<file path="src/sv/gwwb_pkg.sv">
package gwwb_pkg;

	// frame capacity is 2**PIXEL_COUNT_BITS pixels
	localparam int PIXEL_COUNT_BITS = 22;
	localparam int CH_W = 8;
	localparam int NUM_CH = 3;
	localparam int TOTAL_W = PIXEL_COUNT_BITS + CH_W;
	localparam int COUNT_W = PIXEL_COUNT_BITS + 1;

	// divider operand widths, wide enough for both sums and products
	localparam int PROD_W = 2 * CH_W;
	localparam int DIVD_W = (TOTAL_W > PROD_W) ? TOTAL_W : PROD_W;
	localparam int DVSR_W = (COUNT_W > CH_W) ? COUNT_W : CH_W;
	localparam int SHIFT_W = DVSR_W + CH_W;
	localparam int CMP_W = ((DIVD_W > SHIFT_W) ? DIVD_W : SHIFT_W) + 1;
	localparam int QUOT_W = CH_W + 1;
	localparam int STEP_W = $clog2(QUOT_W);

	// request queue between front and back
	localparam int QUEUE_DEPTH = 4;
	localparam int QPTR_W = $clog2(QUEUE_DEPTH);
	localparam int QCNT_W = $clog2(QUEUE_DEPTH + 1);

	// channel lanes
	localparam int CH_BLUE = 0;
	localparam int CH_GREEN = 1;
	localparam int CH_RED = 2;

	localparam logic [CH_W-1:0] CH_MAX = 8'd255;
	localparam logic [CH_W-1:0] MEAN_RESET = 8'd128;
	localparam logic [CH_W-1:0] TARGET_RESET = 8'd128;
	localparam logic CMD_CORRECT = 1'b1;

	typedef enum logic [1:0] {
		OP_GATHER,
		OP_FINALIZE,
		OP_CORRECT
	} op_t;

	typedef struct packed {
		op_t                         op;
		logic [NUM_CH-1:0][CH_W-1:0] pix;
	} item_t;

	typedef struct packed {
		logic                          start;
		logic [NUM_CH-1:0][DIVD_W-1:0] dividend;
		logic [NUM_CH-1:0][DVSR_W-1:0] divisor;
	} div_req_t;

	typedef struct packed {
		logic                        done;
		logic [NUM_CH-1:0][CH_W-1:0] quot;
	} div_rsp_t;

endpackage

</file>
<file path="src/sv/gwwb_if.sv">
interface gwwb_pix_if import gwwb_pkg::*; ();
	logic            valid;
	logic            ready;
	logic            cmd;
	logic [CH_W-1:0] blue_in;
	logic [CH_W-1:0] green_in;
	logic [CH_W-1:0] red_in;
	logic            frame_last;

	modport source(output valid, cmd, blue_in, green_in, red_in, frame_last, input ready);
	modport sink(input valid, cmd, blue_in, green_in, red_in, frame_last, output ready);
endinterface

interface gwwb_res_if import gwwb_pkg::*; ();
	logic            valid;
	logic            ready;
	logic [CH_W-1:0] blue_out;
	logic [CH_W-1:0] green_out;
	logic [CH_W-1:0] red_out;
	logic            frame_clipped;

	modport source(output valid, blue_out, green_out, red_out, frame_clipped, input ready);
	modport sink(input valid, blue_out, green_out, red_out, frame_clipped, output ready);
endinterface

interface gwwb_cfg_if import gwwb_pkg::*; ();
	logic            valid;
	logic            ready;
	logic [CH_W-1:0] target_mean;

	modport source(output valid, target_mean, input ready);
	modport sink(input valid, target_mean, output ready);
endinterface

</file>
<file path="src/sv/gwwb_front.sv">
module gwwb_front import gwwb_pkg::*; (
	input  logic       clk,
	input  logic       arst_n,
	gwwb_pix_if.sink   pixel,
	output item_t      item,
	output logic       item_valid,
	input  logic       item_pop
);

	item_t              queue_q [QUEUE_DEPTH];
	logic [QPTR_W-1:0]  wr_ptr_q;
	logic [QPTR_W-1:0]  rd_ptr_q;
	logic [QCNT_W-1:0]  count_q;
	item_t              incoming;
	logic               push;
	logic               pop;

	// classify the request
	always_comb begin
		if (pixel.cmd == CMD_CORRECT) begin
			incoming.op = OP_CORRECT;
		end else if (pixel.frame_last) begin
			incoming.op = OP_FINALIZE;
		end else begin
			incoming.op = OP_GATHER;
		end
		incoming.pix[CH_BLUE]  = pixel.blue_in;
		incoming.pix[CH_GREEN] = pixel.green_in;
		incoming.pix[CH_RED]   = pixel.red_in;
	end

	assign pixel.ready = (count_q != QCNT_W'(QUEUE_DEPTH));
	assign push = pixel.valid && pixel.ready;
	assign item_valid = (count_q != '0);
	assign pop = item_pop && item_valid;
	assign item = queue_q[rd_ptr_q];

	// queue storage
	always_ff @(posedge clk) begin
		if (push) begin
			queue_q[wr_ptr_q] <= incoming;
		end
	end

	// queue pointers and fill count
	always_ff @(posedge clk or negedge arst_n) begin
		if (!arst_n) begin
			wr_ptr_q <= '0;
			rd_ptr_q <= '0;
			count_q  <= '0;
		end else begin
			if (push) begin
				wr_ptr_q <= wr_ptr_q + QPTR_W'(1);
			end
			if (pop) begin
				rd_ptr_q <= rd_ptr_q + QPTR_W'(1);
			end
			if (push && !pop) begin
				count_q <= count_q + QCNT_W'(1);
			end else if (pop && !push) begin
				count_q <= count_q - QCNT_W'(1);
			end
		end
	end

endmodule

</file>
<file path="src/sv/gwwb_div.sv">
module gwwb_div import gwwb_pkg::*; (
	input  logic     clk,
	input  logic     arst_n,
	input  div_req_t req,
	output div_rsp_t rsp
);

	logic [NUM_CH-1:0][DIVD_W-1:0]  rem_q;
	logic [NUM_CH-1:0][SHIFT_W-1:0] dsh_q;
	logic [NUM_CH-1:0][QUOT_W-1:0]  quot_q;
	logic [STEP_W-1:0]              step_q;
	logic                           busy_q;
	logic                           done_q;
	logic [NUM_CH-1:0][DIVD_W-1:0]  rem_nx;
	logic [NUM_CH-1:0]              fits;

	// one restoring step per lane, divisor walks right one bit per cycle while busy
	always_comb begin
		for (int ch = 0; ch < NUM_CH; ch++) begin
			fits[ch] = (CMP_W'(rem_q[ch]) >= CMP_W'(dsh_q[ch]));
			rem_nx[ch] = fits[ch] ? DIVD_W'(CMP_W'(rem_q[ch]) - CMP_W'(dsh_q[ch])) : rem_q[ch];
		end
	end

	// quotients of 256 or more saturate
	always_comb begin
		rsp.done = done_q;
		for (int ch = 0; ch < NUM_CH; ch++) begin
			rsp.quot[ch] = quot_q[ch][QUOT_W-1] ? CH_MAX : quot_q[ch][CH_W-1:0];
		end
	end

	// sequencing of the nine quotient bits
	always_ff @(posedge clk or negedge arst_n) begin
		if (!arst_n) begin
			rem_q  <= '0;
			dsh_q  <= '0;
			quot_q <= '0;
			step_q <= '0;
			busy_q <= 1'b0;
			done_q <= 1'b0;
		end else begin
			done_q <= 1'b0;
			if (req.start) begin
				for (int ch = 0; ch < NUM_CH; ch++) begin
					rem_q[ch] <= req.dividend[ch];
					dsh_q[ch] <= {req.divisor[ch], {CH_W{1'b0}}};
				end
				quot_q <= '0;
				step_q <= STEP_W'(QUOT_W - 1);
				busy_q <= 1'b1;
			end else if (busy_q) begin
				for (int ch = 0; ch < NUM_CH; ch++) begin
					rem_q[ch]  <= rem_nx[ch];
					dsh_q[ch]  <= dsh_q[ch] >> 1;
					quot_q[ch] <= {quot_q[ch][QUOT_W-2:0], fits[ch]};
				end
				if (step_q == '0) begin
					busy_q <= 1'b0;
					done_q <= 1'b1;
				end else begin
					step_q <= step_q - STEP_W'(1);
				end
			end
		end
	end

endmodule

</file>
<file path="src/sv/gwwb_back.sv">
module gwwb_back import gwwb_pkg::*; (
	input  logic            clk,
	input  logic            arst_n,
	input  item_t           item,
	input  logic            item_valid,
	output logic            item_pop,
	input  logic [CH_W-1:0] target_mean,
	output div_req_t        div_req,
	input  div_rsp_t        div_rsp,
	gwwb_res_if.source      result
);

	typedef enum logic {
		S_IDLE,
		S_DIV
	} state_t;

	state_t                         state_q;
	op_t                            op_q;
	logic [NUM_CH-1:0][TOTAL_W-1:0] tot_q;
	logic [COUNT_W-1:0]             cnt_q;
	logic                           clip_q;
	logic [NUM_CH-1:0][CH_W-1:0]    mean_q;
	logic                           out_valid_q;
	logic [NUM_CH-1:0][CH_W-1:0]    out_pix_q;
	logic                           out_clip_q;

	logic                           full;
	logic                           out_free;
	logic                           out_load;
	logic                           clip_nx;
	logic [COUNT_W-1:0]             cnt_nx;
	logic [NUM_CH-1:0][TOTAL_W-1:0] tot_nx;
	logic [NUM_CH-1:0][PROD_W-1:0]  prod;

	// gather update, dropped once the frame is at capacity
	always_comb begin
		full = cnt_q[PIXEL_COUNT_BITS];
		if (full) begin
			clip_nx = 1'b1;
		end else if (cnt_q == '0) begin
			clip_nx = 1'b0;
		end else begin
			clip_nx = clip_q;
		end
		cnt_nx = full ? cnt_q : cnt_q + COUNT_W'(1);
		for (int ch = 0; ch < NUM_CH; ch++) begin
			tot_nx[ch] = full ? tot_q[ch] : tot_q[ch] + TOTAL_W'(item.pix[ch]);
			prod[ch] = PROD_W'(target_mean) * PROD_W'(item.pix[ch]);
		end
	end

	// dispatch: correct requests wait for a free output register
	always_comb begin
		out_free = !out_valid_q || result.ready;
		item_pop = (state_q == S_IDLE) && item_valid &&
			((item.op != OP_CORRECT) || out_free);
		div_req.start = item_pop && (item.op != OP_GATHER);
		for (int ch = 0; ch < NUM_CH; ch++) begin
			if (item.op == OP_CORRECT) begin
				div_req.dividend[ch] = DIVD_W'(prod[ch]);
				div_req.divisor[ch]  = DVSR_W'(mean_q[ch]);
			end else begin
				div_req.dividend[ch] = DIVD_W'(tot_nx[ch]);
				div_req.divisor[ch]  = DVSR_W'(cnt_nx);
			end
		end
	end

	// a finished correct request loads the output register
	assign out_load = (state_q == S_DIV) && div_rsp.done && (op_q == OP_CORRECT);

	// control, statistics and output register
	always_ff @(posedge clk or negedge arst_n) begin
		if (!arst_n) begin
			state_q     <= S_IDLE;
			op_q        <= OP_GATHER;
			tot_q       <= '0;
			cnt_q       <= '0;
			clip_q      <= 1'b0;
			mean_q      <= {NUM_CH{MEAN_RESET}};
			out_valid_q <= 1'b0;
			out_pix_q   <= '0;
			out_clip_q  <= 1'b0;
		end else begin
			if (out_load) begin
				out_valid_q <= 1'b1;
			end else if (result.ready) begin
				out_valid_q <= 1'b0;
			end
			unique case (state_q)
				S_IDLE: begin
					if (item_pop) begin
						op_q <= item.op;
						case (item.op)
							OP_GATHER: begin
								tot_q  <= tot_nx;
								cnt_q  <= cnt_nx;
								clip_q <= clip_nx;
							end
							OP_FINALIZE: begin
								clip_q  <= clip_nx;
								tot_q   <= '0;
								cnt_q   <= '0;
								state_q <= S_DIV;
							end
							OP_CORRECT: begin
								out_clip_q <= clip_q;
								state_q    <= S_DIV;
							end
							default: begin
							end
						endcase
					end
				end
				S_DIV: begin
					if (div_rsp.done) begin
						if (op_q == OP_FINALIZE) begin
							mean_q <= div_rsp.quot;
						end else begin
							out_pix_q <= div_rsp.quot;
						end
						state_q <= S_IDLE;
					end
				end
				default: begin
					state_q <= S_IDLE;
				end
			endcase
		end
	end

	assign result.valid         = out_valid_q;
	assign result.blue_out      = out_pix_q[CH_BLUE];
	assign result.green_out     = out_pix_q[CH_GREEN];
	assign result.red_out       = out_pix_q[CH_RED];
	assign result.frame_clipped = out_clip_q;

endmodule

</file>
<file path="src/sv/gray_world_white_balance_core.sv">
// Gray-world white balance. Each frame is sent twice: gather requests
// (cmd 0) add a pixel to per-channel sums, and the one marked frame_last
// fixes the channel means as sum / count; correct requests (cmd 1) return
// target_mean * value / mean per channel, saturated at 255, with the
// clip flag of the last gathered frame. Means start at 128; a zero mean
// gives 255. A frame holds at most 2**PIXEL_COUNT_BITS pixels, extra
// pixels are dropped and flagged. A four-entry request queue decouples
// input from the processing unit. Correct and frame_last requests use the
// shared three-lane restoring divider, which retires one quotient bit per
// cycle over nine steps; no new request is taken until it is done. A
// correct request also waits until the output register is free. The user
// writes target_mean through the cfg channel only while no request is in
// flight; the block itself does not enforce this.
module gray_world_white_balance_core import gwwb_pkg::*; (
	input  logic       clk,
	input  logic       arst_n,
	gwwb_pix_if.sink   pixel,
	gwwb_res_if.source result,
	gwwb_cfg_if.sink   cfg
);

	logic [CH_W-1:0] target_q;
	item_t           item;
	logic            item_valid;
	logic            item_pop;
	div_req_t        div_req;
	div_rsp_t        div_rsp;

	// configuration register
	assign cfg.ready = 1'b1;

	always_ff @(posedge clk or negedge arst_n) begin
		if (!arst_n) begin
			target_q <= TARGET_RESET;
		end else if (cfg.valid && cfg.ready) begin
			target_q <= cfg.target_mean;
		end
	end

	gwwb_front u_front (
		.clk        (clk),
		.arst_n     (arst_n),
		.pixel      (pixel),
		.item       (item),
		.item_valid (item_valid),
		.item_pop   (item_pop)
	);

	gwwb_back u_back (
		.clk         (clk),
		.arst_n      (arst_n),
		.item        (item),
		.item_valid  (item_valid),
		.item_pop    (item_pop),
		.target_mean (target_q),
		.div_req     (div_req),
		.div_rsp     (div_rsp),
		.result      (result)
	);

	gwwb_div u_div (
		.clk    (clk),
		.arst_n (arst_n),
		.req    (div_req),
		.rsp    (div_rsp)
	);

endmodule
</file>
<file path="src/flat_wrapper.sv">
// flat-port wrapper written by rule: the top's interface ports become plain ports
module gray_world_white_balance_core_flat import gwwb_pkg::*;
  (clk, arst_n, pixel_valid, pixel_cmd, pixel_blue_in, pixel_green_in, pixel_red_in, pixel_frame_last, pixel_ready, result_valid, result_blue_out, result_green_out, result_red_out, result_frame_clipped, result_ready, cfg_valid, cfg_target_mean, cfg_ready);
  gwwb_pix_if pixel_i ();
  gwwb_res_if result_i ();
  gwwb_cfg_if cfg_i ();
  input  logic clk;
  input  logic arst_n;
  input wire logic [$bits(pixel_i.valid)-1:0] pixel_valid;
  input wire logic [$bits(pixel_i.cmd)-1:0] pixel_cmd;
  input wire logic [$bits(pixel_i.blue_in)-1:0] pixel_blue_in;
  input wire logic [$bits(pixel_i.green_in)-1:0] pixel_green_in;
  input wire logic [$bits(pixel_i.red_in)-1:0] pixel_red_in;
  input wire logic [$bits(pixel_i.frame_last)-1:0] pixel_frame_last;
  output wire logic [$bits(pixel_i.ready)-1:0] pixel_ready;
  output wire logic [$bits(result_i.valid)-1:0] result_valid;
  output wire logic [$bits(result_i.blue_out)-1:0] result_blue_out;
  output wire logic [$bits(result_i.green_out)-1:0] result_green_out;
  output wire logic [$bits(result_i.red_out)-1:0] result_red_out;
  output wire logic [$bits(result_i.frame_clipped)-1:0] result_frame_clipped;
  input wire logic [$bits(result_i.ready)-1:0] result_ready;
  input wire logic [$bits(cfg_i.valid)-1:0] cfg_valid;
  input wire logic [$bits(cfg_i.target_mean)-1:0] cfg_target_mean;
  output wire logic [$bits(cfg_i.ready)-1:0] cfg_ready;
  assign pixel_i.valid = pixel_valid;
  assign pixel_i.cmd = pixel_cmd;
  assign pixel_i.blue_in = pixel_blue_in;
  assign pixel_i.green_in = pixel_green_in;
  assign pixel_i.red_in = pixel_red_in;
  assign pixel_i.frame_last = pixel_frame_last;
  assign pixel_ready = pixel_i.ready;
  assign result_valid = result_i.valid;
  assign result_blue_out = result_i.blue_out;
  assign result_green_out = result_i.green_out;
  assign result_red_out = result_i.red_out;
  assign result_frame_clipped = result_i.frame_clipped;
  assign result_i.ready = result_ready;
  assign cfg_i.valid = cfg_valid;
  assign cfg_i.target_mean = cfg_target_mean;
  assign cfg_ready = cfg_i.ready;
  gray_world_white_balance_core u_core (.clk(clk), .arst_n(arst_n), .pixel(pixel_i), .result(result_i), .cfg(cfg_i));
endmodule
</file>
<file path="config.mk">
export PLATFORM = sky130hd
export DESIGN_NAME = gray_world_white_balance_core_flat
export DESIGN_NICKNAME = d
export VERILOG_FILES = /design/src/sv/gwwb_pkg.sv /design/src/sv/gwwb_if.sv /design/src/sv/gwwb_front.sv /design/src/sv/gwwb_div.sv /design/src/sv/gwwb_back.sv /design/src/sv/gray_world_white_balance_core.sv /design/src/flat_wrapper.sv
export SDC_FILE = /design/constraint.sdc
export NUM_CORES = 2
export LEC_CHECK = 0
export ABC_AREA = 1
export BUFFER_PORTS_ARGS = -buffer_cell sky130_fd_sc_hd__buf_2
export CAP_MARGIN = 15
export CORE_UTILIZATION = 50
export CTS_CLUSTER_DIAMETER = 30
export DETAILED_ROUTE_END_ITERATION = 16
export GPL_ROUTABILITY_DRIVEN = 0
export PLACE_DENSITY = 0.63
export SYNTH_ARGS = -nofsm -noshare
export SYNTH_HDL_FRONTEND = slang
export SYNTH_SLANG_ARGS = --single-unit
export TNS_END_PERCENT = 100
</file>
<file path="constraint.sdc">
create_clock -name clk -period 6.4 [get_ports clk]
set_input_delay 0.96 -clock clk [delete_from_list [all_inputs] [get_ports clk]]
set_output_delay 0.96 -clock clk [all_outputs]
set_load 0.05 [all_outputs]
</file>
==> run metrics <==
outcome finished clean; Max Cap Viol 0; Top delay family on crit path adder cells; met1 usage 43.0%; area grow syn2layout 14.6%; Max transition margin 24.2%; clock root buffer clkbuf_16; placed cell area 38000 sq um; Fillers 6878; via count of the first global-routing pass 33946; Yosys Warn Count 0; Worst Path Arrival 5850 ps; placed insts 6097; Clk pin slew, worst setup/hold paths 50 ps; unrepaired setup endpoints after global routing false; critical path class reg2reg; Worst setup endpoint u_core.u_div.rem_q[13]; input/output buffers 65; Max Buffers Root-to-Sink 3; initial antenna violation count 0; Site Rows 99; post-cts sizing count 0; drt first-iter violations 3110; Worst path slowest cell fa_1; Synth cell types 56; WL per Instance 18.3 microns; Ports 67; Global Route Usage Sum 31.4%; Mapped Avg Cell Area 7.10 sq um; core area 72800 sq um; largest net degree at the start of global routing 130; Critical Path Start u_core.u_front.rd_ptr_q[1]; ratio of cells with drive above 1 in the final layout 7.05%; Buf+Inv Stages, Crit Path 4; area of the multi-input gates 20700 sq um; full die area 74700 sq um; Final setup viols 0; Yosys top cell by area dfrtp_1; Clock Sinks 472; Worst Setup End Kind flip-flop; antenna-violating nets left 0; Post-CTS Setup Bufs 0; Mapped Nets 5571; # hold bufs at CTS 0; R2R Setup Slk 1100 ps; f_max 189 MHz; CTS Buf Count 112; class of the most critical hold timing path in2async; Cell Chain, Critical Path inv_1, buf_4, nand3_1, nand2_1, nor2_1, fa_1, fa_1, inv_1, fa_1, fa_1, inv_1, ha_1, nand2_1, o21ai_0, nand2_1, nand2_1, nand2_1, nand2_1, nand2_1, nand3_1, nand3_1, nand2_1, nand2_1; H-tree depth 3; worst slack, placed 1150 ps; post-layout net count 5640; first-pass GRT wire length 184 mm; Post-DP HPWL 86.1 mm; synthesized cell area 36800 sq um; routed vias 34770; Chip Height 273 microns; clock skew 47.6 ps; Synth top area share 24.8%; dominant synthesized flop cell dfrtp_1; DRT Pass-1 Iters 5; slowest stage delay, CP 560 ps; Final Cell Area 42100 sq um; Tcrit/Tclk final 82.9%; register bit total from synthesis 472; Mapped Cells 5184; clk_lat worst skew 670 ps; Reg-to-Reg Start u_core.u_front.rd_ptr_q[1]; register area 12300 sq um; Post-synth EDFFs 104; grt ovf 0; WP data required 6950 ps; synth top area cells dfrtp_1 (25%), nand2_1 (16%), edfxtp_1 (8.5%), inv_1 (8.2%), ha_1 (7.9%); part of the Yosys area used for sequential elements 33.5%; Die W 273 microns; met2 Usage GRT 50.2%; TNS Setup 0 ps; Slew Limit Fails 0; worst r2r dst u_core.u_div.rem_q[13]; CTS tree yes; fin crit period 5300 ps; Most Crowded Layer GR met2; commonest non-fill, non-tap cells in the layout nand2_1 (1562), inv_1 (801), nand3_1 (539), nor2_1 (427), dfrtp_1 (363); FF-to-FF path depth 23; Initial Utilization 50.5%; Crit path top cell by count nand2_1; Finished Layout Cells 6310; Crit path depth 23; Worst setup SP type flip-flop; Async S/R FF share, synth 78.0%; Inserted Diodes 0; Critical Path Fanout Max 16; DRC Markers 0; PnR worst setup slack 1100 ps; worst slew pin tran 1140 ps; met3 usage 4.06%; most common cell after layout, fill and taps aside nand2_1; Final Hold Fails 0; total wire length 115 mm; DR vias/cell 5.51
[worst min path at each step]
stage	to	slack, ps	startpoint	depth (start not counted)
floorplan	u_core.u_back.state_q	420	u_core.u_div.done_q	1
global placement	u_core.u_div.done_q	470	u_core.u_div.step_q[3]	1
detailed placement	u_core.u_div.done_q	480	u_core.u_div.step_q[3]	1
CTS	u_core.u_back.tot_q[68]	280	arst_n	1
global route	u_core.u_back.tot_q[68]	310	arst_n	1
finish	u_core.u_back.tot_q[68]	280	arst_n	1
[cell usage after synthesis, types with 16 or more instances]
library cell	count
buf_4	16
buf_2	55
a21oi_1	140
nand3b_1	25
nor3_1	39
nor2_1	432
o221ai_1	30
o21ai_0	245
dfrtp_1	364
o21bai_1	21
or2_2	23
nand2_1	1562
fa_1	115
ha_1	233
edfxtp_1	104
nand4_1	75
a31oi_1	25
o22ai_1	74
clkbuf_1	64
nand3_1	539
xor2_1	48
inv_1	802
[kinds of logic after synthesis]
kind of cell | count (synthesis) | synth area share [%]
mux | 1 | 0.0306
flops | 472 | 33.5
xor+xnor | 58 | 1.38
compound gates | 588 | 9.11
fa+ha+maj | 348 | 14.2
simple gates | 2745 | 31.4
other cells | 1 | 0.0102
buf+inv | 971 | 10.4
[layout make-up]
type,count,area share [%]
clock buffers,137,7.24
repair buffers,110,1.70
well taps,959,2.85
flip-flops and latches,472,29.3
inverters,816,7.28
clock inverters,75,2.59
multi-input cells,3741,49.1
[per-layer routing]
layer  up-vias  part of all wire (%)
met3       250                   6.7
met4         0                   4.2
met2      1186                    45
li1      16895                     -
met5         -                     0
met1     16439                    44
[state kept, by name, indices dropped and copies added, names as in the netlist, 23 cells and up]
name,flops
u_core.u_div.quot_q,27
u_core.u_back.tot_q,90
u_core.u_back.cnt_q,23
u_core.u_div.dsh_q,63
u_core.u_div.rem_q,90
u_core.u_back.mean_q,24
u_core.u_front.queue_q,104
[through the flow]
| stage | utilization [%] | hold WS [ps] |
|---|---|---|
| CTS | 57.8 | 281 |
| floorplan | - | 425 |
| global route | 57.9 | 310 |
| finish | 57.9 | 281 |
| detailed placement | 52.1 | 483 |
| global placement | 52.1 | 472 |
Power is left out: the tool's default activity adds up to more than one toggle a clock period on the data nets, which glitch-free logic cannot reach.
